## src/hdl/sva_pkg.sv

```systemverilog
`timescale 1ns / 1ps
// Package for the signed vector angle block: widths, constants and the
// per-beat flag struct. No dependencies.
package sva_pkg;

  localparam int unsigned COMP_W  = 16;  // Q8.8 vector component
  localparam int unsigned ANGLE_W = 15;  // signed output angle
  localparam int unsigned ACC_FRAC = 24; // angle accumulator fraction bits
  localparam int unsigned SQRT_STEPS = 32;
  localparam int unsigned REM_W = 35;
  localparam int unsigned CORDIC_STEPS = 25;
  localparam int unsigned XY_W = 45;
  localparam int unsigned Z_W = 28;
  localparam int unsigned NORM_W = 41;   // operands normalised to bit 40

  localparam logic [26:0] PI_Q24      = 27'd52707179;
  localparam logic [26:0] HALF_PI_Q24 = 27'd26353589;
  localparam logic [13:0] ANGLE_MAX   = 14'd16383;

  localparam logic [23:0] ATAN_Q24 [CORDIC_STEPS] = '{
    24'd13176795, 24'd7778716, 24'd4110060, 24'd2086331, 24'd1047214,
    24'd524117, 24'd262123, 24'd131069, 24'd65536, 24'd32768, 24'd16384,
    24'd8192, 24'd4096, 24'd2048, 24'd1024, 24'd512, 24'd256, 24'd128,
    24'd64, 24'd32, 24'd16, 24'd8, 24'd4, 24'd2, 24'd1
  };

  typedef struct packed {
    logic deg;      // A or B is the zero vector
    logic force0;   // angle forced to zero
    logic dot_neg;  // dot product below zero
    logic cy_neg;   // cross product y component below zero
  } sva_flags_t;

endpackage

```

## src/hdl/sva_cordic_cell.sv

```systemverilog
`timescale 1ns / 1ps
// One vectoring CORDIC rotation cell; rotates towards y = 0 and
// accumulates the angle. Depends on sva_pkg.
module sva_cordic_cell #(
  parameter int unsigned STEP = 0
) (
  input  logic                              clk_i,
  input  logic                              rst_ni,
  input  logic                              en_i,
  input  logic                              valid_i,
  input  logic signed [sva_pkg::XY_W-1:0]   x_i,
  input  logic signed [sva_pkg::XY_W-1:0]   y_i,
  input  logic signed [sva_pkg::Z_W-1:0]    z_i,
  input  sva_pkg::sva_flags_t               flags_i,
  output logic                              valid_o,
  output logic signed [sva_pkg::XY_W-1:0]   x_o,
  output logic signed [sva_pkg::XY_W-1:0]   y_o,
  output logic signed [sva_pkg::Z_W-1:0]    z_o,
  output sva_pkg::sva_flags_t               flags_o
);

  logic signed [sva_pkg::XY_W-1:0] xs, ys, x_d, y_d;
  logic signed [sva_pkg::Z_W-1:0]  at, z_d;
  logic                            valid_q;
  logic signed [sva_pkg::XY_W-1:0] x_q, y_q;
  logic signed [sva_pkg::Z_W-1:0]  z_q;
  sva_pkg::sva_flags_t             flags_q;

  always_comb begin
    xs = x_i >>> STEP;
    ys = y_i >>> STEP;
    at = $signed({{(sva_pkg::Z_W-24){1'b0}}, sva_pkg::ATAN_Q24[STEP]});
    if (!y_i[sva_pkg::XY_W-1]) begin
      x_d = x_i + ys;
      y_d = y_i - xs;
      z_d = z_i + at;
    end else begin
      x_d = x_i - ys;
      y_d = y_i + xs;
      z_d = z_i - at;
    end
  end

  always_ff @(posedge clk_i or negedge rst_ni) begin
    if (!rst_ni) begin
      valid_q <= 1'b0;
    end else if (en_i) begin
      valid_q <= valid_i;
    end
  end

  always_ff @(posedge clk_i) begin
    if (en_i) begin
      x_q     <= x_d;
      y_q     <= y_d;
      z_q     <= z_d;
      flags_q <= flags_i;
    end
  end

  assign valid_o = valid_q;
  assign x_o     = x_q;
  assign y_o     = y_q;
  assign z_o     = z_q;
  assign flags_o = flags_q;

endmodule
```

## config.mk

```make
export PLATFORM = sky130hd
export DESIGN_NAME = sva_cordic_cell
export DESIGN_NICKNAME = d
export VERILOG_FILES = /design/src/hdl/sva_pkg.sv /design/src/hdl/sva_cordic_cell.sv
export SDC_FILE = /design/constraint.sdc
export NUM_CORES = 1
export LEC_CHECK = 0
export BUFFER_PORTS_ARGS = -buffer_cell sky130_fd_sc_hd__clkbuf_2
export CORE_MARGIN = 1.5
export CORE_UTILIZATION = 60
export CTS_CLUSTER_SIZE = 14
export DETAILED_ROUTE_END_ITERATION = 8
export PLACE_DENSITY_LB_ADDON = 0.15
export SLEW_MARGIN = 25
export SYNTH_ARGS = -nofsm -noshare
export SYNTH_HDL_FRONTEND = slang
export SYNTH_SLANG_ARGS = --single-unit
```

## constraint.sdc

```tcl
create_clock -name clk_i -period 1.4 [get_ports clk_i]
set_input_delay 0.07 -clock clk_i [delete_from_list [all_inputs] [get_ports clk_i]]
set_output_delay 0.07 -clock clk_i [all_outputs]
set_load 0.01 [all_outputs]
```

==> impl_metrics.env, run 1 <==
export IMPL_clockBufferDepth=2
export IMPL_start_util=0.614
export IMPL_outcome="did not finish"
export IMPL_synth_distinct_cells=76
export IMPL_yosys_warnings=0
export IMPL_postSynthCellCount=1537
export IMPL_cts_resized=292
export IMPL_firstError="[ERROR DPL-0038] Utilization greater than 100%, impossible to legalize"
export IMPL_synth_edf_count=121
export IMPL_numCtsBuffers=17
export IMPL_async_reset_ff_frac=0.00820
export IMPL_flow_stopped_at="clock tree synthesis"
export IMPL_ys_ff_latch=122
export IMPL_post_cts_buffers=88
export IMPL_cts_hold_buf=8
export IMPL_fp_dieH_um=150
export IMPL_hpwl_um=42600
export IMPL_htreeDepth=4
export IMPL_synth_fp_nets=1825
export IMPL_clock_tree_root_cell="clkbuf_16"
export IMPL_io_buffers=248
export IMPL_row_count=53
export IMPL_pin_count=249
export IMPL_post_place_ws_ns=-1.87
export IMPL_syn_area_mm2=0.0130
export IMPL_die_w_um=150
export IMPL_ys_flop_type="edfxtp_1"
export IMPL_cts_sinks=122
export IMPL_gp_congestion=1.03
export IMPL_ys_seq_area_frac=0.282
export IMPL_synth_area_per_cell_um2=8.45
export IMPL_postPlaceCellArea_mm2=0.0187
[synthesized netlist by cell type, types with 4 or more instances]
master / n / area share
o31ai_1: 8 / 0.0046
edfxtp_1: 121 / 0.28
nand2_1: 85 / 0.025
clkbuf_1: 42 / 0.012
nor2b_1: 12 / 0.0058
fa_1: 4 / 0.0062
a211o_1: 8 / 0.0054
a221o_1: 6 / 0.0046
inv_1: 138 / 0.040
nor4_1: 15 / 0.0072
a21oi_1: 188 / 0.072
a21o_1: 60 / 0.035
or3_1: 10 / 0.0048
and2_1: 12 / 0.0058
a31oi_1: 13 / 0.0063
o21bai_1: 42 / 0.024
a221oi_1: 7 / 0.0047
o22ai_1: 5 / 0.0024
o221ai_1: 6 / 0.0040
and3_1: 6 / 0.0029
nand4_1: 16 / 0.0077
a211oi_1: 16 / 0.0092
a311oi_1: 5 / 0.0034
nand3_1: 17 / 0.0066
buf_2: 10 / 0.0039
ha_1: 158 / 0.15
a21boi_0: 4 / 0.0023
nor3_1: 34 / 0.013
xnor2_1: 84 / 0.057
o21ai_0: 104 / 0.040
nand2b_1: 23 / 0.011
mux2i_1: 25 / 0.019
a31o_2: 4 / 0.0027
o21a_1: 13 / 0.0075
o211ai_1: 10 / 0.0058
nor2_1: 124 / 0.036
xor2_1: 24 / 0.016
buf_1: 9 / 0.0026
o31a_1: 7 / 0.0047
[cell families after synthesis]
group           Yosys count  share of synthesized area
xor+xnor                108                     0.0728
fa+ha+maj               162                      0.158
simple gates            365                      0.133
flops                   122                      0.282
buf+inv                 207                     0.0622
mux                      28                     0.0219
compound gates          545                      0.270
[stage by stage]
| stage | hold slack [ns] | std cells |
|---|---|---|
| detailed placement | -0.154 | 2517 |
| global placement | -0.155 | 2517 |
| floorplan | -0.226 | 1537 |
==> inputs of run 2 (changes only) <==
--- a/config.mk
+++ b/config.mk
@@ -7,8 +7,7 @@
 export LEC_CHECK = 0
 export BUFFER_PORTS_ARGS = -buffer_cell sky130_fd_sc_hd__clkbuf_2
 export CORE_MARGIN = 1.5
-export CORE_UTILIZATION = 60
-export CTS_CLUSTER_SIZE = 14
+export CORE_UTILIZATION = 40
 export DETAILED_ROUTE_END_ITERATION = 8
 export PLACE_DENSITY_LB_ADDON = 0.15
 export SLEW_MARGIN = 25
==> run 2 against run 1 <==
  * The flow now finishes, with violations (setup timing)
  * Area after synthesis unchanged
  * Synthesized cell count stayed put
==> impl_metrics.env, run 2 <==
export IMPL_cp_max_fo=3
export IMPL_num_antenna_cells=0
export IMPL_cts_tree="built"
export IMPL_grt_util_met3=0.0435
export IMPL_reg2reg_to="valid_o"
export IMPL_dieArea_mm2=0.0336
export IMPL_synth_edf_count=121
export IMPL_max_freq_mhz=362
export IMPL_clockBufferDepth=2
export IMPL_postPlaceCellArea_mm2=0.0191
export IMPL_routed_wl_um=52400
export IMPL_postSynthCellCount=1537
export IMPL_wl_per_cell_um=18.9
export IMPL_ff2ff_path_depth=1
export IMPL_ys_ff_latch=122
export IMPL_crit_arrival_ns=2.93
export IMPL_hold_path_class="in -> reg"
export IMPL_drive_above_1_share=0.493
export IMPL_crit_start="x_i[1]"
export IMPL_hpwl_um=40100
export IMPL_period_minus_slack_ns=2.76
export IMPL_startpoint_type="input port"
export IMPL_rsz0062_at_grt="yes"
export IMPL_worst_slew_pin_slew_ns=0.739
export IMPL_regArea_mm2=0.00366
export IMPL_row_count=65
export IMPL_setup_slack_ns=-1.36
export IMPL_synth_area_per_cell_um2=8.45
export IMPL_crit_type="in -> reg"
export IMPL_cap_violations=0
export IMPL_ys_seq_area_frac=0.282
export IMPL_setup_violations=103
export IMPL_async_reset_ff_frac=0.00820
export IMPL_hold_viol=0
export IMPL_antenna_left=0
export IMPL_htreeDepth=4
export IMPL_grtUsageMet2=0.517
export IMPL_violations="setup timing"
export IMPL_final_cell_area_mm2=0.0218
export IMPL_final_util=0.686
export IMPL_pin_count=249
export IMPL_start_util=0.409
export IMPL_ir_drop_mv=0.870
export IMPL_clkTransAtPathRegs_ns=0.06
export IMPL_via_per_inst=5.51
export IMPL_yosys_top_cells_count="a21oi_1, ha_1, inv_1, nor2_1, edfxtp_1"
export IMPL_largest_reg_flops=45
export IMPL_grt_pass1_vias=15400
export IMPL_ys_flop_type="edfxtp_1"
export IMPL_powerDensity_mw_per_mm2=857
export IMPL_crit_end="y_o[42]"
export IMPL_nNetsFinal=2643
export IMPL_final_common_cell="buf_4"
export IMPL_r2r_slack_ns=0.66
export IMPL_slew_violations=0
export IMPL_syn_area_mm2=0.0130
export IMPL_multi_input_area_mm2=0.0102
export IMPL_fin_crit_sh=1.97
export IMPL_num_vias=15300
export IMPL_final_cell_mix="buf_4, clkbuf_2, ha_1"
export IMPL_clock_tree_root_cell="clkbuf_16"
export IMPL_p_leak_nw=10.3
export IMPL_gr_usage_met1=0.391
export IMPL_grt_max_degree=58
export IMPL_num_fill_cells=2616
export IMPL_grt_pass1_wl_um=80200
export IMPL_grt_ovfl_total=0
export IMPL_die_w_um=183
export IMPL_drtPass1Iterations=5
export IMPL_yosysTopAreaCellShare=0.280
export IMPL_fin_worst_skew_ns=0
export IMPL_yosys_warnings=0
export IMPL_antenna_found_initial=0
export IMPL_dpl_cell_count=2662
export IMPL_drt_iter0_markers=1054
export IMPL_outcome="finished with violations"
export IMPL_slew_headroom=0.507
export IMPL_core_area_mm2=0.0317
export IMPL_fp_dieH_um=183
export IMPL_worstPathRequired_ns=1.57
export IMPL_rr_startpoint="valid_o"
export IMPL_gp_congestion=0.951
export IMPL_synth_fp_nets=1825
export IMPL_synth_distinct_cells=76
export IMPL_grt_busiest_layer="met2"
export IMPL_final_cells=2770
export IMPL_route_detailed_drc=0
export IMPL_synth_top_area_cell="edfxtp_1"
export IMPL_end_kind="flip-flop"
export IMPL_cts_sinks=122
export IMPL_numCtsBuffers=17
export IMPL_syn2layout_area_growth_pct=67.5
export IMPL_yosysMostFrequentCell="a21oi_1"
export IMPL_track_usage=0.304
export IMPL_netlist_top_cells_area="edfxtp_1, ha_1, a21oi_1"
export IMPL_clk_latency_ns=0.43
export IMPL_io_buffers=248
==> run 2: cell counts after synthesis <==
Identical to the previous run, type by type.
==> run 2: final cells by class <==
type	count	area share
Multi-Input combinational cell	1208	0.469
Timing Repair Buffer	864	0.288
Sequential cell	122	0.168
Inverter	142	0.0263
Tap cell	402	0.0231
Clock buffer	17	0.0196
Clock inverter	15	0.00587
==> run 2: worst min path at each step <==
stage | startpoint | endpoint | slack [ns] | cells after the start
floorplan | rst_ni | valid_o | -0.23 | 0
global placement | rst_ni | valid_o | -0.16 | 1
detailed placement | rst_ni | valid_o | -0.15 | 1
CTS | z_i[0] | z_o[0] | 0.02 | 3
global route | z_i[1] | z_o[1] | 0.01 | 2
finish | z_i[1] | z_o[1] | 0.01 | 2
==> run 2: logic make-up after synthesis <==
logic type | count (synthesis) | synth area share
AOI/OAI and AO/OA | 545 | 0.270
and+or+nand+nor | 365 | 0.133
buffers and inverters | 207 | 0.0622
adders and majority gates | 162 | 0.158
DFF | 122 | 0.282
xor gates and xnor gates | 108 | 0.0728
muxes | 28 | 0.0219
==> run 2: timing repair <==
item,in CTS,in global routing
hold buffers,9,0
setup endpoints to repair,101,103
buffers inserted,48,38
hold endpoints to repair,12,0
pin swaps,122,139
gates resized for setup,225,109
==> run 2: critical path, stage by stage <==
cell	delay [ns]
clkbuf_16	0.11
clkinvlp_4	0.12
fa_2	0.44
nor2_4	0.13
o311a_1	0.20
o31ai_2	0.08
and3_4	0.17
o31ai_4	0.34
a311oi_2	0.19
o41a_1	0.43
o41ai_2	0.32
a22oi_1	0.15
xor2_1	0.18
==> run 2: per-stage QoR <==
stage                     setup TNS [ns]  worst slack (ns)  total power, W  hold slack, ns
final                             -87.01             -1.36          0.0187          0.0123
after global routing              -94.91             -1.41          0.0195          0.0129
after CTS                         -77.34             -1.25          0.0181          0.0176
after detailed placement         -134.37             -1.77          0.0129          -0.154
after global placement           -131.35             -1.71          0.0128          -0.155
after floorplan                   -79.52             -1.48         0.00908          -0.226
==> run 2: power breakdown <==
| group | leakage [nW] | switching, W | internal [W] | total (W) |
|---|---|---|---|---|
| logic | 8.80 | 0.00480 | 0.00441 | 0.00920 |
| registers | 1.20 | 0.000196 | 0.00485 | 0.00504 |
| clock network | 0.263 | 0.00197 | 0.00244 | 0.00441 |
==> run 2: metal layers <==
layer / vias to the layer above / wire (um)
met5: - / 0
met4: 0 / 1780
met3: 138 / 3430
met2: 658 / 24900
met1: 7260 / 22300
li1: 7205 / -
Note: power is estimated with default switching activity, not from simulation.
