## config.mk

```make
export PLATFORM = sky130hd
export DESIGN_NAME = sva_isqrt_cell
export DESIGN_NICKNAME = d
export VERILOG_FILES = /design/src/hdl/sva_pkg.sv /design/src/hdl/sva_isqrt_cell.sv
export SDC_FILE = /design/constraint.sdc
export NUM_CORES = 1
export LEC_CHECK = 0
export BUFFER_PORTS_ARGS = -buffer_cell sky130_fd_sc_hd__buf_2
export CELL_PAD_IN_SITES_DETAIL_PLACEMENT = 1
export CELL_PAD_IN_SITES_GLOBAL_PLACEMENT = 2
export CORE_MARGIN = 1.5
export CORE_UTILIZATION = 30
export CTS_CLUSTER_SIZE = 25
export DETAILED_ROUTE_END_ITERATION = 8
export HOLD_SLACK_MARGIN = 0.06
export PLACE_DENSITY_LB_ADDON = 0.1
export SYNTH_ARGS = -nofsm -noshare
export SYNTH_HDL_FRONTEND = slang
export SYNTH_SLANG_ARGS = --single-unit
```

## constraint.sdc

```tcl
create_clock -name clk_i -period 1.1 [get_ports clk_i]
set_clock_uncertainty 0.2 [all_clocks]
set_input_delay 0.165 -clock clk_i [delete_from_list [all_inputs] [get_ports clk_i]]
set_output_delay 0.165 -clock clk_i [all_outputs]
set_load 0.005 [all_outputs]
```

## src/hdl/sva_pkg.sv

```systemverilog
`timescale 1ns / 1ps
// Package for the signed vector angle block: widths, constants and the
// per-beat flag struct. No dependencies.
package sva_pkg;

  localparam int unsigned COMP_W  = 16;  // Q8.8 vector component
  localparam int unsigned ANGLE_W = 15;  // signed output angle
  localparam int unsigned ACC_FRAC = 24; // angle accumulator fraction bits
  localparam int unsigned SQRT_STEPS = 32;
  localparam int unsigned REM_W = 35;
  localparam int unsigned CORDIC_STEPS = 25;
  localparam int unsigned XY_W = 45;
  localparam int unsigned Z_W = 28;
  localparam int unsigned NORM_W = 41;   // operands normalised to bit 40

  localparam logic [26:0] PI_Q24      = 27'd52707179;
  localparam logic [26:0] HALF_PI_Q24 = 27'd26353589;
  localparam logic [13:0] ANGLE_MAX   = 14'd16383;

  localparam logic [23:0] ATAN_Q24 [CORDIC_STEPS] = '{
    24'd13176795, 24'd7778716, 24'd4110060, 24'd2086331, 24'd1047214,
    24'd524117, 24'd262123, 24'd131069, 24'd65536, 24'd32768, 24'd16384,
    24'd8192, 24'd4096, 24'd2048, 24'd1024, 24'd512, 24'd256, 24'd128,
    24'd64, 24'd32, 24'd16, 24'd8, 24'd4, 24'd2, 24'd1
  };

  typedef struct packed {
    logic deg;      // A or B is the zero vector
    logic force0;   // angle forced to zero
    logic dot_neg;  // dot product below zero
    logic cy_neg;   // cross product y component below zero
  } sva_flags_t;

endpackage

```

## src/hdl/sva_isqrt_cell.sv

```systemverilog
`timescale 1ns / 1ps
// One digit cell of the integer square root chain: takes two radicand bits
// and yields one root bit per beat. Depends on sva_pkg.
module sva_isqrt_cell #(
  parameter int unsigned STEP = 0
) (
  input  logic                            clk_i,
  input  logic                            rst_ni,
  input  logic                            en_i,
  input  logic                            valid_i,
  input  logic [sva_pkg::REM_W-1:0]       rem_i,
  input  logic [31:0]                     root_i,
  input  logic [63:0]                     n_i,
  input  logic [31:0]                     dm_i,
  input  sva_pkg::sva_flags_t             flags_i,
  output logic                            valid_o,
  output logic [sva_pkg::REM_W-1:0]       rem_o,
  output logic [31:0]                     root_o,
  output logic [63:0]                     n_o,
  output logic [31:0]                     dm_o,
  output sva_pkg::sva_flags_t             flags_o
);

  logic [sva_pkg::REM_W-1:0] rem_sh;
  logic [sva_pkg::REM_W-1:0] trial;
  logic                      ge;
  logic                      valid_q;
  logic [sva_pkg::REM_W-1:0] rem_q, rem_d;
  logic [31:0]               root_q, root_d;
  logic [63:0]               n_q;
  logic [31:0]               dm_q;
  sva_pkg::sva_flags_t       flags_q;

  always_comb begin
    rem_sh = {rem_i[sva_pkg::REM_W-3:0], n_i[63-2*STEP -: 2]};
    trial  = {1'b0, root_i, 2'b01};
    ge     = rem_sh >= trial;
    rem_d  = ge ? rem_sh - trial : rem_sh;
    root_d = {root_i[30:0], ge};
  end

  always_ff @(posedge clk_i or negedge rst_ni) begin
    if (!rst_ni) begin
      valid_q <= 1'b0;
    end else if (en_i) begin
      valid_q <= valid_i;
    end
  end

  always_ff @(posedge clk_i) begin
    if (en_i) begin
      rem_q   <= rem_d;
      root_q  <= root_d;
      n_q     <= n_i;
      dm_q    <= dm_i;
      flags_q <= flags_i;
    end
  end

  assign valid_o = valid_q;
  assign rem_o   = rem_q;
  assign root_o  = root_q;
  assign n_o     = n_q;
  assign dm_o    = dm_q;
  assign flags_o = flags_q;

endmodule

```

## Yosys cells after proc, flatten, opt, wreduce, memory -nomap -nowiden

Cells that the tools add are included.

- Flip-flop bits (word level): 168
- Output and inout port bits: 168

- Add/sub/neg operators: 1
- $lt $le $gt $ge: 1
- Multiplexer cells: 1

Operators with widths:

| operator | count |
|---|---|
| $ge 35x34->1 | 1 |
| $mux 35 | 1 |
| $sub 35x34->35 | 1 |

## Longest topological paths before layout

Gate-level depths: netlist (run 1).

- Depth after elaboration: 2
- Gate-level depth with buffers: 13

## Worst setup path after synthesis (run 1)

Ideal clock, no wire load.

- Kind: input -> register
- From: input root_i[5]
- To: register rem_q (netlist bit rem_o[28]) (data pin)
- Library setup time: 0.260 ns
- Path slack: -1.564 ns
- Arrival time: 2.204 ns
- Required time: 0.640 ns
- Buffers on the path: 0
- Stages: 10
- Cell sequence: inv_1 ha_1 a211oi_1 o21bai_1 nor4_2 o21ai_2 a211oi_1 o221ai_1 xnor2_1 mux2_2

- Word-level cells in the longest chain between the ends: 2
- Elaborated cells on any way between the ends: 3
- Classes of those cells: add/sub (1); order compare (1); mux (1)

RTL lines:

| what | RTL line | source |
|---|---|---|
| start, declared | sva_isqrt_cell.sv:12 | `input logic [31:0] root_i,` |
| $sub 35x34->35 / $ge 35x34->1 (equally long branches) | sva_isqrt_cell.sv:38, sva_isqrt_cell.sv:37 |  |
| $mux 35 (*) | sva_isqrt_cell.sv:38 | `rem_d = ge ? rem_sh - trial : rem_sh;` |
| net rem_d, one bit | sva_isqrt_cell.sv:28 | `logic [sva_pkg::REM_W-1:0] rem_q, rem_d;` |
| end signal, assigned | sva_isqrt_cell.sv:52 | `rem_q <= rem_d;` |
| end, declared | sva_isqrt_cell.sv:28 |  |

The timed path passes the listed nets; every way through them passes the cells marked *.
A chain may end at the register's enable or synchronous reset.

## Worst setup path in the final report (run 1)

- From: input root_i[17]
- To: register rem_q (netlist bit rem_o[4]) (data pin)

- Word-level cells in the longest chain between the ends: 2

RTL lines:

| what | RTL line | source |
|---|---|---|
| $ge 35x34->1 | sva_isqrt_cell.sv:37 | `ge = rem_sh >= trial;` |
| $mux 35 | sva_isqrt_cell.sv:38 |  |
| net rem_d, one bit | sva_isqrt_cell.sv:28 |  |

The timed path passes the listed nets, and every way through them passes these cells.

==> metrics.txt, run 1 <==
share of async-settable or async-resettable flops after synthesis less than 1%; number of port buffers between 300 and 400; Clock Tree Buf Depth 2; Die X roughly 160 um; number of synthesized register bits approximately 170; number of cells in the design after placement between 1,000 and 1,500; number of standard cells in the layout, taps in and fillers out ~1,500; number of rows created at floorplan 57; failing checks hold timing, setup timing; minimum clock period ~2.4 ns; nets@finish between 1,000 and 1,500; largest incremental delay on the critical path between 0.3 and 0.4 ns; maximum level of the CTS H-tree 4; Core Box Area approximately 24,000 um2; wire length of the first global-routing pass ~45 mm; detailed-route DRC error count 0; Critical path origin root_i[17]; Tcrit/Tclk final 216%; placed wire-length estimate roughly 21 mm; initial antenna violation count 1; number of maximum-capacitance violations 0; part of the power in combinational logic between 20% and 30%; worst endpoint required time 1.07 ns; total routing resource utilization after global routing a little under a quarter; worst path cell trace buf_2, inv_2, ha_4, and4_4, nand2b_4, or3_4, a211oi_4, o31ai_4, o21ai_4, buf_12, mux2_1; Initial Util about 30%; most repeated cell in the gate-level netlist after synthesis sky130_fd_sc_hd__edfxtp_1; P_sw about 5.2 mW; worst skew pair latency around 0.43 ns; number of different library cells in the post-synthesis netlist 60; Worst Setup Path Type in2reg; die area between 20,000 and 30,000 um2; unrepaired setup endpoints after global routing true; net count after synthesis roughly 740; number of DRC violations after detailed-routing iteration 0 around 220; area growth from synthesis to layout 80.7%; total power consumption of the routed design 18.5 mW; top_reg_cell synth sky130_fd_sc_hd__edfxtp_1; largest area contributor in the synthesized netlist sky130_fd_sc_hd__edfxtp_1; outcome complete, but fails checks; buffer cell driving the clock tree root sky130_fd_sc_hd__clkbuf_16; final core utilization around 55%; crit path max fanout 13; Reg2Reg Depth 1; overall die height ~160 um; r2r endpoint valid_o; hold_buf cts ~150; element type at the critical path end flop; Static Leak 5.90 nW; average cell area after synthesis between 10 and 15 um2; sequential area share after synthesis between 60 and 70%; Final Hold Violating Endpoints 14; WHS Path Cells 2; Hold EP rem_o[13]; TNS Setup -75.91 ns; Final Setup Violations a little over 200; Worst VDD drop 0.000858 V; via count of the first global-routing pass between 7,000 and 8,000; clock tree from TritonCTS built; transition time of the tightest slew-check pin 0.390 ns; hold path start rem_i[11]; category of the worst setup path launch point input pin; worst-case register-to-register setup slack ~0.15 ns; post-detailed-routing wire length approximately 30 mm; total congestion overflow 0; via count normalized by instance count 4.57; Internal roughly 13 mW; fraction of final layout cells with drive strength greater than 1 ~52%; TritonCTS sink count 168; Top Ports around 340; Critical Path AT approximately 2.3 ns; clock buffers created by TritonCTS 17; top area cells in the synthesized netlist sky130_fd_sc_hd__edfxtp_1 (67%), sky130_fd_sc_hd__ha_1 (5.7%), sky130_fd_sc_hd__a21oi_1 (3.1%); synth cell count leaders sky130_fd_sc_hd__edfxtp_1 (167), sky130_fd_sc_hd__a21oi_1 (46), sky130_fd_sc_hd__inv_1 (46); global placement routability congestion about 0.84; Yosys warnings 0; PwrDens 1370 nW/um2; pin count of the biggest net entering global routing 31; cell area after technology mapping 7480 um2; type of the most critical hold path in2reg; number of synthesized flops with an enable pin ~170; clock-pin slew on the worst setup and hold paths 0.07 ns; fraction of power spent switching nets 28.3%; Routed wire per std cell a little under 20 um; sequential group share of total power 43.0%; worst setup margin -1.27 ns; first-pass detailed-route iteration total 4; via count roughly 7,000; portion of total power attributed to the clock network between 30% and 40%; final hold slack -0.123 ns; number of instances in the synthesized netlist between 500 and 600; maximum operating frequency approximately 420 MHz; startpoint of the most critical register-to-register path valid_o; Max-Slew Margin vs Limit roughly 74%; area fraction of the dominant cell type after synthesis 67.0%; slowest cell on the critical path sky130_fd_sc_hd__or3_4; residual antenna-violating net count after detailed routing 0; number of slew-limit violations in the final report 0
[routing by layer]
layer	routed length, um	GRT usage (%)
met1	11300	24.7
met2	16300	44.2
met3	1390	4.42
met4	904	8.63
met5	0	0
[metrics by stage]
step	setup WS (ns)	cell area, um2
floorplan	-1.38	7720
global placement	-1.78	10900
detailed placement	-1.82	10900
CTS	-1.24	13400
global route	-1.35	13500
finish	-1.27	13500
[power by group through the flow]
stage,registers [mW],logic (mW),clock network (mW)
after floorplan,8.16,1.45,0
after global placement,8.05,3.62,0
after detailed placement,8.08,3.71,0
after CTS,7.94,4.47,6.16
after global routing,8.00,4.90,6.41
final,7.95,4.53,5.99
[cell families (layout without fill, tap and decap cells)]
logic type	Yosys count	count (layout)	synth area share, %
buffers and inverters	57	721	3.29
AND/OR/NAND/NOR	110	110	7.00
XOR/XNOR	31	31	3.63
flip-flops	168	168	67.3
adder cells (fa/ha/maj)	34	34	5.68
other	0	1	0
multiplexers	15	15	2.26
AO/OA/AOI/OAI	121	121	10.8
[final cells by class]
| class | count | area (um2) |
|---|---|---|
| inverter | 46 | 185 |
| sequential | 168 | 5040 |
| multi-input combinational | 311 | 2780 |
| tap | 324 | 405 |
| fill | 2596 | 10900 |
| clock buffer | 17 | 425 |
| clock inverter | 14 | 158 |
| timing repair buffer | 644 | 4530 |
| antenna | 1 | 2.50 |
[how the worst max path moves through the flow]
stage                     end  slack, ns  depth (start not counted)
CTS                 rem_o[16]      -1.24                         11
finish               rem_o[4]      -1.27                         11
global placement    rem_o[28]      -1.78                         11
detailed placement  rem_o[22]      -1.82                         10
global route         rem_o[8]      -1.35                         11
floorplan           rem_o[16]      -1.38                         11
[cell usage in the layout, fill, tap and decap left out, types with 4 or more instances in the layout]
| cell type | n |
|---|---|
| sky130_fd_sc_hd__buf_6 | 15 |
| sky130_fd_sc_hd__mux2_1 | 4 |
| sky130_fd_sc_hd__edfxtp_1 | 167 |
| sky130_fd_sc_hd__ha_1 | 10 |
| sky130_fd_sc_hd__a21o_1 | 8 |
| sky130_fd_sc_hd__o211ai_1 | 5 |
| sky130_fd_sc_hd__dlygate4sd3_1 | 148 |
| sky130_fd_sc_hd__mux2_4 | 5 |
| sky130_fd_sc_hd__inv_8 | 6 |
| sky130_fd_sc_hd__o21ai_0 | 15 |
| sky130_fd_sc_hd__xnor2_1 | 20 |
| sky130_fd_sc_hd__clkbuf_16 | 17 |
| sky130_fd_sc_hd__and3_1 | 5 |
| sky130_fd_sc_hd__buf_12 | 5 |
| sky130_fd_sc_hd__xor2_1 | 7 |
| sky130_fd_sc_hd__clkinv_4 | 5 |
| sky130_fd_sc_hd__buf_2 | 325 |
| sky130_fd_sc_hd__inv_2 | 6 |
| sky130_fd_sc_hd__buf_4 | 148 |
| sky130_fd_sc_hd__a21oi_2 | 18 |
| sky130_fd_sc_hd__a21oi_1 | 29 |
| sky130_fd_sc_hd__nand2_1 | 20 |
| sky130_fd_sc_hd__nor3_1 | 8 |
| sky130_fd_sc_hd__nor2_1 | 42 |
| sky130_fd_sc_hd__nand4_1 | 9 |
| sky130_fd_sc_hd__inv_1 | 37 |
| sky130_fd_sc_hd__ha_4 | 23 |
[critical path: cells and delay by family]
kind	cells	cell delay [ns]
and+or+nand+nor	3	0.65
buffers and inverters	3	0.33
muxes	1	0.33
AOI/OAI and AO/OA	3	0.57
adders and majority gates	1	0.30
[registers in the layout, summed over array words and instances (netlist names)]
register,flops
dm_o,32
flags_o,4
n_o,64
rem_o,35
root_o,32
valid_o,1
[what timing repair did]
item,in CTS,in global routing
gates cloned,1,0
endpoints found under the hold margin,175,32
buffers inserted,11,4
pin swaps,17,13
gates resized for setup,80,17
setup endpoints to repair,204,204
Note: power is estimated with default switching activity, not from simulation.
==> run 2: changes to the inputs <==
- BUFFER_PORTS_ARGS: -buffer_cell sky130_fd_sc_hd__buf_2 -> -buffer_cell sky130_fd_sc_hd__clkbuf_2
- CORE_ASPECT_RATIO: unset -> 1.1
==> run 2 against run 1 <==
  * The run still ends with hold timing, setup timing left
  * Total power increased by 0.75%
  * Sequential share of layout area decreased by 0.29 points
  * First-iteration DRC count is 12% higher
  * Critical path depth up 1
  * Utilization up 0.25 points
  * Maximum frequency decreased by 3.2%
  * Critical endpoint is now rem_o[8]
  * Largest power group unchanged
==> metrics.txt, run 2 (same netlist as run 1, synthesis figures left out) <==
pin count of the biggest net entering global routing 40; post-detailed-routing wire length just under 30 mm; via count normalized by instance count around 4.6; category of the worst setup path launch point input pin; total power consumption of the routed design about 19 mW; clock-pin slew on the worst setup and hold paths ~0.07 ns; residual antenna-violating net count after detailed routing 0; Top Ports about 340; maximum level of the CTS H-tree 4; via count of the first global-routing pass around 7,800; Die X between 150 and 200 um; Tcrit/Tclk final 223%; most used cells in the layout excluding fill and tap cells sky130_fd_sc_hd__clkbuf_2 (325), sky130_fd_sc_hd__edfxtp_1 (167), sky130_fd_sc_hd__dlygate4sd3_1 (156); nets@finish roughly 1,400; crit path max fanout 6; PwrDens roughly 1400 nW/um2; kind of cell adding the most delay to the critical path compound AO/OA/AOI/OAI gates; worst endpoint required time between 1 and 1.5 ns; number of flip-flops under the largest register name 64; worst setup margin -1.35 ns; maximum operating frequency between 400 and 500 MHz; number of port buffers roughly 340; unrepaired setup endpoints after global routing true; number of maximum-capacitance violations 0; number of rows created at floorplan 60; Max-Slew Margin vs Limit 67.7%; initial antenna violation count 0; Worst Setup Path Type in2reg; final core utilization around 56%; transition time of the tightest slew-check pin approximately 0.48 ns; buffer cell driving the clock tree root sky130_fd_sc_hd__clkbuf_16; Layout fillers between 2,000 and 3,000; type of the most critical hold path in2reg; area of the multi-input gates about 2800 um2; detailed-route DRC error count 0; total routing resource utilization after global routing between 20% and 30%; outcome complete, but fails checks; area taken by flip-flops and latches approximately 5000 um2; minimum clock period about 2.5 ns; slowest cell on the critical path sky130_fd_sc_hd__a311o_2; fraction of final layout cells with drive strength greater than 1 between 50% and 60%; most prevalent standard cell on the critical path sky130_fd_sc_hd__clkbuf_16; via count 7,029; Clock Tree Buf Depth 2; failing checks hold timing, setup timing; first-pass detailed-route iteration total 4; Final Hold Violating Endpoints 5; Routed wire per std cell around 20 um; overall die height ~170 um; worst path cell trace clkbuf_16, inv_4, ha_4, o21a_1, o211ai_1, a311o_2, a211oi_4, o31ai_4, o21ai_4, buf_12, clkbuf_16, mux2_4; element type at the critical path end flop; antenna fix cells 0; placed wire-length estimate roughly 20 mm; Initial Util 30.6%; clock tree from TritonCTS built; Core Box Area roughly 24,000 um2; number of buffers and inverters on the critical path 4; Final Setup Violations around 210; die area about 26,000 um2; final hold slack -0.0883 ns; commonest non-fill, non-tap cell in the layout sky130_fd_sc_hd__clkbuf_2; area growth from synthesis to layout 82.1%; worst skew pair latency about 0.42 ns; Critical Path AT roughly 2.4 ns; clock buffers created by TritonCTS 17; largest incremental delay on the critical path ~0.40 ns; Static Leak 6.04 nW; number of DRC violations after detailed-routing iteration 0 about 240; Worst VDD drop ~0.00091 V; TritonCTS sink count 168; total congestion overflow 0; number of slew-limit violations in the final report 0; wire length of the first global-routing pass between 40 and 50 mm; global placement routability congestion 0.839
-- run 2: cell types whose count changed in the layout (fill, tap and decap cells not counted), sizes merged --
cell         delta
clkbuf        +330
buf           -332
diode           -1
clkinv          -5
clkinvlp        +3
inv             +2
dlygate4sd3     +8
-- run 2: metal layers --
metal	GRT usage, %	part of all wire, %	up-vias
met4	7.60	2.4	0
li1	-	-	3324
met5	0	0	-
met1	23.9	38	3458
met3	4.74	5.1	35
met2	43.0	54	212
-- run 2: metrics by stage --
stage | setup TNS [ns] | worst slack (ns) | cell area, um2 | instances | hold WS (ns)
after global routing | -89.42 | -1.44 | 13600 | 1516 | -0.101
after detailed placement | -73.54 | -1.85 | 10700 | 1299 | -0.256
after CTS | -81.44 | -1.38 | 13200 | 1509 | -0.126
final | -79.55 | -1.35 | 13600 | 1516 | -0.0883
after floorplan | -46.31 | -1.38 | 7720 | 536 | -0.331
after global placement | -70.89 | -1.80 | 10700 | 1299 | -0.259
-- run 2: final cells by class --
class / instances / share of cell area (%)
Clock inverter: 14 / 1.03
Tap cell: 310 / 2.85
Inverter: 46 / 1.34
Multi-Input combinational cell: 311 / 20.4
Sequential cell: 168 / 37.0
Timing Repair Buffer: 649 / 34.3
Clock buffer: 18 / 3.15
-- run 2: timing repair --
action                                  4_1_cts  5_1_grt
endpoints found under the hold margin       175       19
cloned                                        2        2
setup buffers                                22        6
gates resized for setup                      52       79
endpoints found under the setup margin      204      205
pin swaps                                    13       10
hold buffers                                155        1
-- run 2: power breakdown --
group          internal, mW  switching, mW  total [mW]
logic                  2.55           2.17        4.72
registers              7.77          0.198        7.97
clock network          3.02           2.90        5.92
-- run 2: worst paths after layout --
check | depth (start not counted) | to | slack, ns | start
setup / recovery | 12 | rem_o[8] | -1.35 | root_i[0]
max in group asynchronous | 3 | valid_o | 0.18 | rst_ni
hold / removal | 2 | rem_o[13] | -0.09 | rem_i[11]
setup reg to reg | 2 | valid_o | -0.01 | valid_o
hold reg to reg | 2 | valid_o | 0.46 | valid_o
min in group asynchronous | 3 | valid_o | 0.40 | rst_ni
==> run 3: changes to the inputs <==
- CORE_MARGIN: 1.5 -> 2
==> run 3 against run 2 <==
  * The flow still finishes with violations (hold timing, setup timing)
  * Total power grew 0.43%
  * Final area grew 0.74%
  * Global-route usage down 0.21 points
  * Flip-flop and latch count stayed put
  * Clock-buffer cell count did not move
  * Non-clock buffer count stayed put
  * Clock power up 1%
  * Critical endpoint is now rem_o[33]
  * Largest power group unchanged
  * Highest routed layer unchanged
==> metrics.txt, run 3 (same netlist as run 1, synthesis figures left out) <==
final hold slack -0.114 ns; wire length of the first global-routing pass ~44 mm; TritonCTS sink count ~170; transition time of the tightest slew-check pin roughly 0.38 ns; hold path start rem_i[6]; Worst VDD drop between 0.001 and 0.0015 V; Worst Setup Path Type in2reg; worst endpoint required time between 1 and 1.5 ns; minimum clock period about 2.4 ns; Layout fillers between 2,000 and 3,000; clock tree from TritonCTS built; nets@finish roughly 1,400; Core Box Area about 24,000 um2; number of slew-limit violations in the final report 0; worst skew pair latency around 0.43 ns; hold_buf cts 150; worst slack after detailed placement -1.81 ns; number of cells in the design after placement approximately 1,300; Top Ports about 340; worst-case register-to-register setup slack around 0.16 ns; overall die height approximately 170 um; Routed wire per std cell roughly 19 um; Final Setup Violations just over 200; number of port buffers between 300 and 400; Cell Area, Placed 10,800 um2; initial antenna violation count 1; Tcrit/Tclk final 220%; r2r endpoint valid_o; Die X about 150 um; outcome complete, but fails checks; via count of the first global-routing pass 7,777; placed wire-length estimate 21.3 mm; crit path max fanout 5; number of rows created at floorplan 60; pin count of the biggest net entering global routing 48; number of DRC violations after detailed-routing iteration 0 between 200 and 300; worst setup margin -1.32 ns; most used cells in the layout excluding fill and tap cells sky130_fd_sc_hd__clkbuf_2 (313), sky130_fd_sc_hd__edfxtp_1 (167), sky130_fd_sc_hd__dlygate4sd3_1 (150); element type at the critical path end flop; number of standard cells in the layout, taps in and fillers out 1,517; Critical Path AT 2.40 ns; buffer cell driving the clock tree root sky130_fd_sc_hd__clkbuf_16; WHS Path Cells 2; via count normalized by instance count 4.60; total routing resource utilization after global routing 22.1%; global placement routability congestion 0.815; area of the multi-input gates between 2000 and 3000 um2; via count 6,981; startpoint of the most critical register-to-register path valid_o; area taken by flip-flops and latches between 5000 and 6000 um2; clock-pin slew on the worst setup and hold paths roughly 0.070 ns; fraction of final layout cells with drive strength greater than 1 a little over half; number of flip-flops under the largest register name 64; maximum level of the CTS H-tree 4; die area around 26,000 um2; maximum operating frequency 413 MHz; first-pass detailed-route iteration total 4; residual antenna-violating net count after detailed routing 0; Final Hold Violating Endpoints 13; Max-Slew Margin vs Limit about three quarters; total congestion overflow 0; number of maximum-capacitance violations 0; detailed-route DRC error count 0; failing checks hold timing, setup timing; commonest non-fill, non-tap cell in the layout sky130_fd_sc_hd__clkbuf_2; category of the worst setup path launch point input pin; clock buffers created by TritonCTS 17; TNS Setup -77.51 ns; post-detailed-routing wire length just under 30 mm; Initial Util approximately 31%; Static Leak 6.04 nW; area growth from synthesis to layout 83.5%; Clock Tree Buf Depth 2; type of the most critical hold path in2reg; PwrDens about 1400 nW/um2; Reg2Reg Depth 1; Hold EP rem_o[8]; unrepaired setup endpoints after global routing true; area of all placed cells without fillers 13,700 um2
==> run 3: report_power, final <==
part	internal, mW	switching (mW)	leakage, nW
sequential	7.77	0.222	1.65
combinational	2.56	2.14	4.11
clock	3.04	2.96	0.280
total	13.4	5.32	6.04
==> run 3: area by class of cell <==
cell class / count / area share, %
repair buffers: 649 / 34.0
flip-flops and latches: 168 / 36.7
well taps: 310 / 2.82
clock buffers: 18 / 3.12
diodes: 1 / 0.0182
inverters: 46 / 1.37
multi-input cells: 311 / 20.8
clock inverters: 14 / 1.08
==> run 3: how the worst max path moves through the flow <==
stage	start	to	slack, ns	cells after the start
6_report	root_i[0]	rem_o[33]	-1.32	12
5_1_grt	root_i[0]	rem_o[32]	-1.40	12
4_1_cts	root_i[24]	rem_o[16]	-1.31	12
3_5_place_dp	root_i[15]	rem_o[28]	-1.81	12
3_3_place_gp	root_i[0]	rem_o[33]	-1.75	11
2_1_floorplan	root_i[22]	rem_o[16]	-1.38	11
==> run 3: per-stage QoR <==
stage / power [mW] / utilization, %
after global placement: 11.7 / 44.2
after floorplan: 9.61 / -
after global routing: 19.5 / 56.1
after detailed placement: 11.8 / 44.2
after CTS: 18.7 / 55.2
final: 18.7 / 56.1
==> run 3: routing by layer <==
layer	GRT usage [%]	vias to the layer above	routed length, um	share of wire [%]
li1	-	3331	-	-
met1	24.3	3361	11200	38
met2	41.2	243	15600	53
met3	4.90	46	1660	5.7
met4	8.78	0	926	3.2
met5	0	-	0	0
==> run 3: critical path: stages <==
cell and delay (ns):
sky130_fd_sc_hd__clkbuf_16 0.11, sky130_fd_sc_hd__inv_6 0.03, sky130_fd_sc_hd__ha_4 0.26, sky130_fd_sc_hd__o21a_1 0.14, sky130_fd_sc_hd__o211ai_1 0.11, sky130_fd_sc_hd__a311o_1 0.38
sky130_fd_sc_hd__a211oi_4 0.30, sky130_fd_sc_hd__o31ai_4 0.10, sky130_fd_sc_hd__o21ai_4 0.23, sky130_fd_sc_hd__buf_6 0.15, sky130_fd_sc_hd__buf_6 0.12, sky130_fd_sc_hd__mux2_4 0.29
==> run 3: what timing repair did <==
action | CTS | global route
setup endpoints to repair | 204 | 204
hold endpoints to repair | 246 | 37
cloned | 2 | 0
pin swaps | 13 | 13
gates resized for setup | 92 | 74
setup buffers | 18 | 6
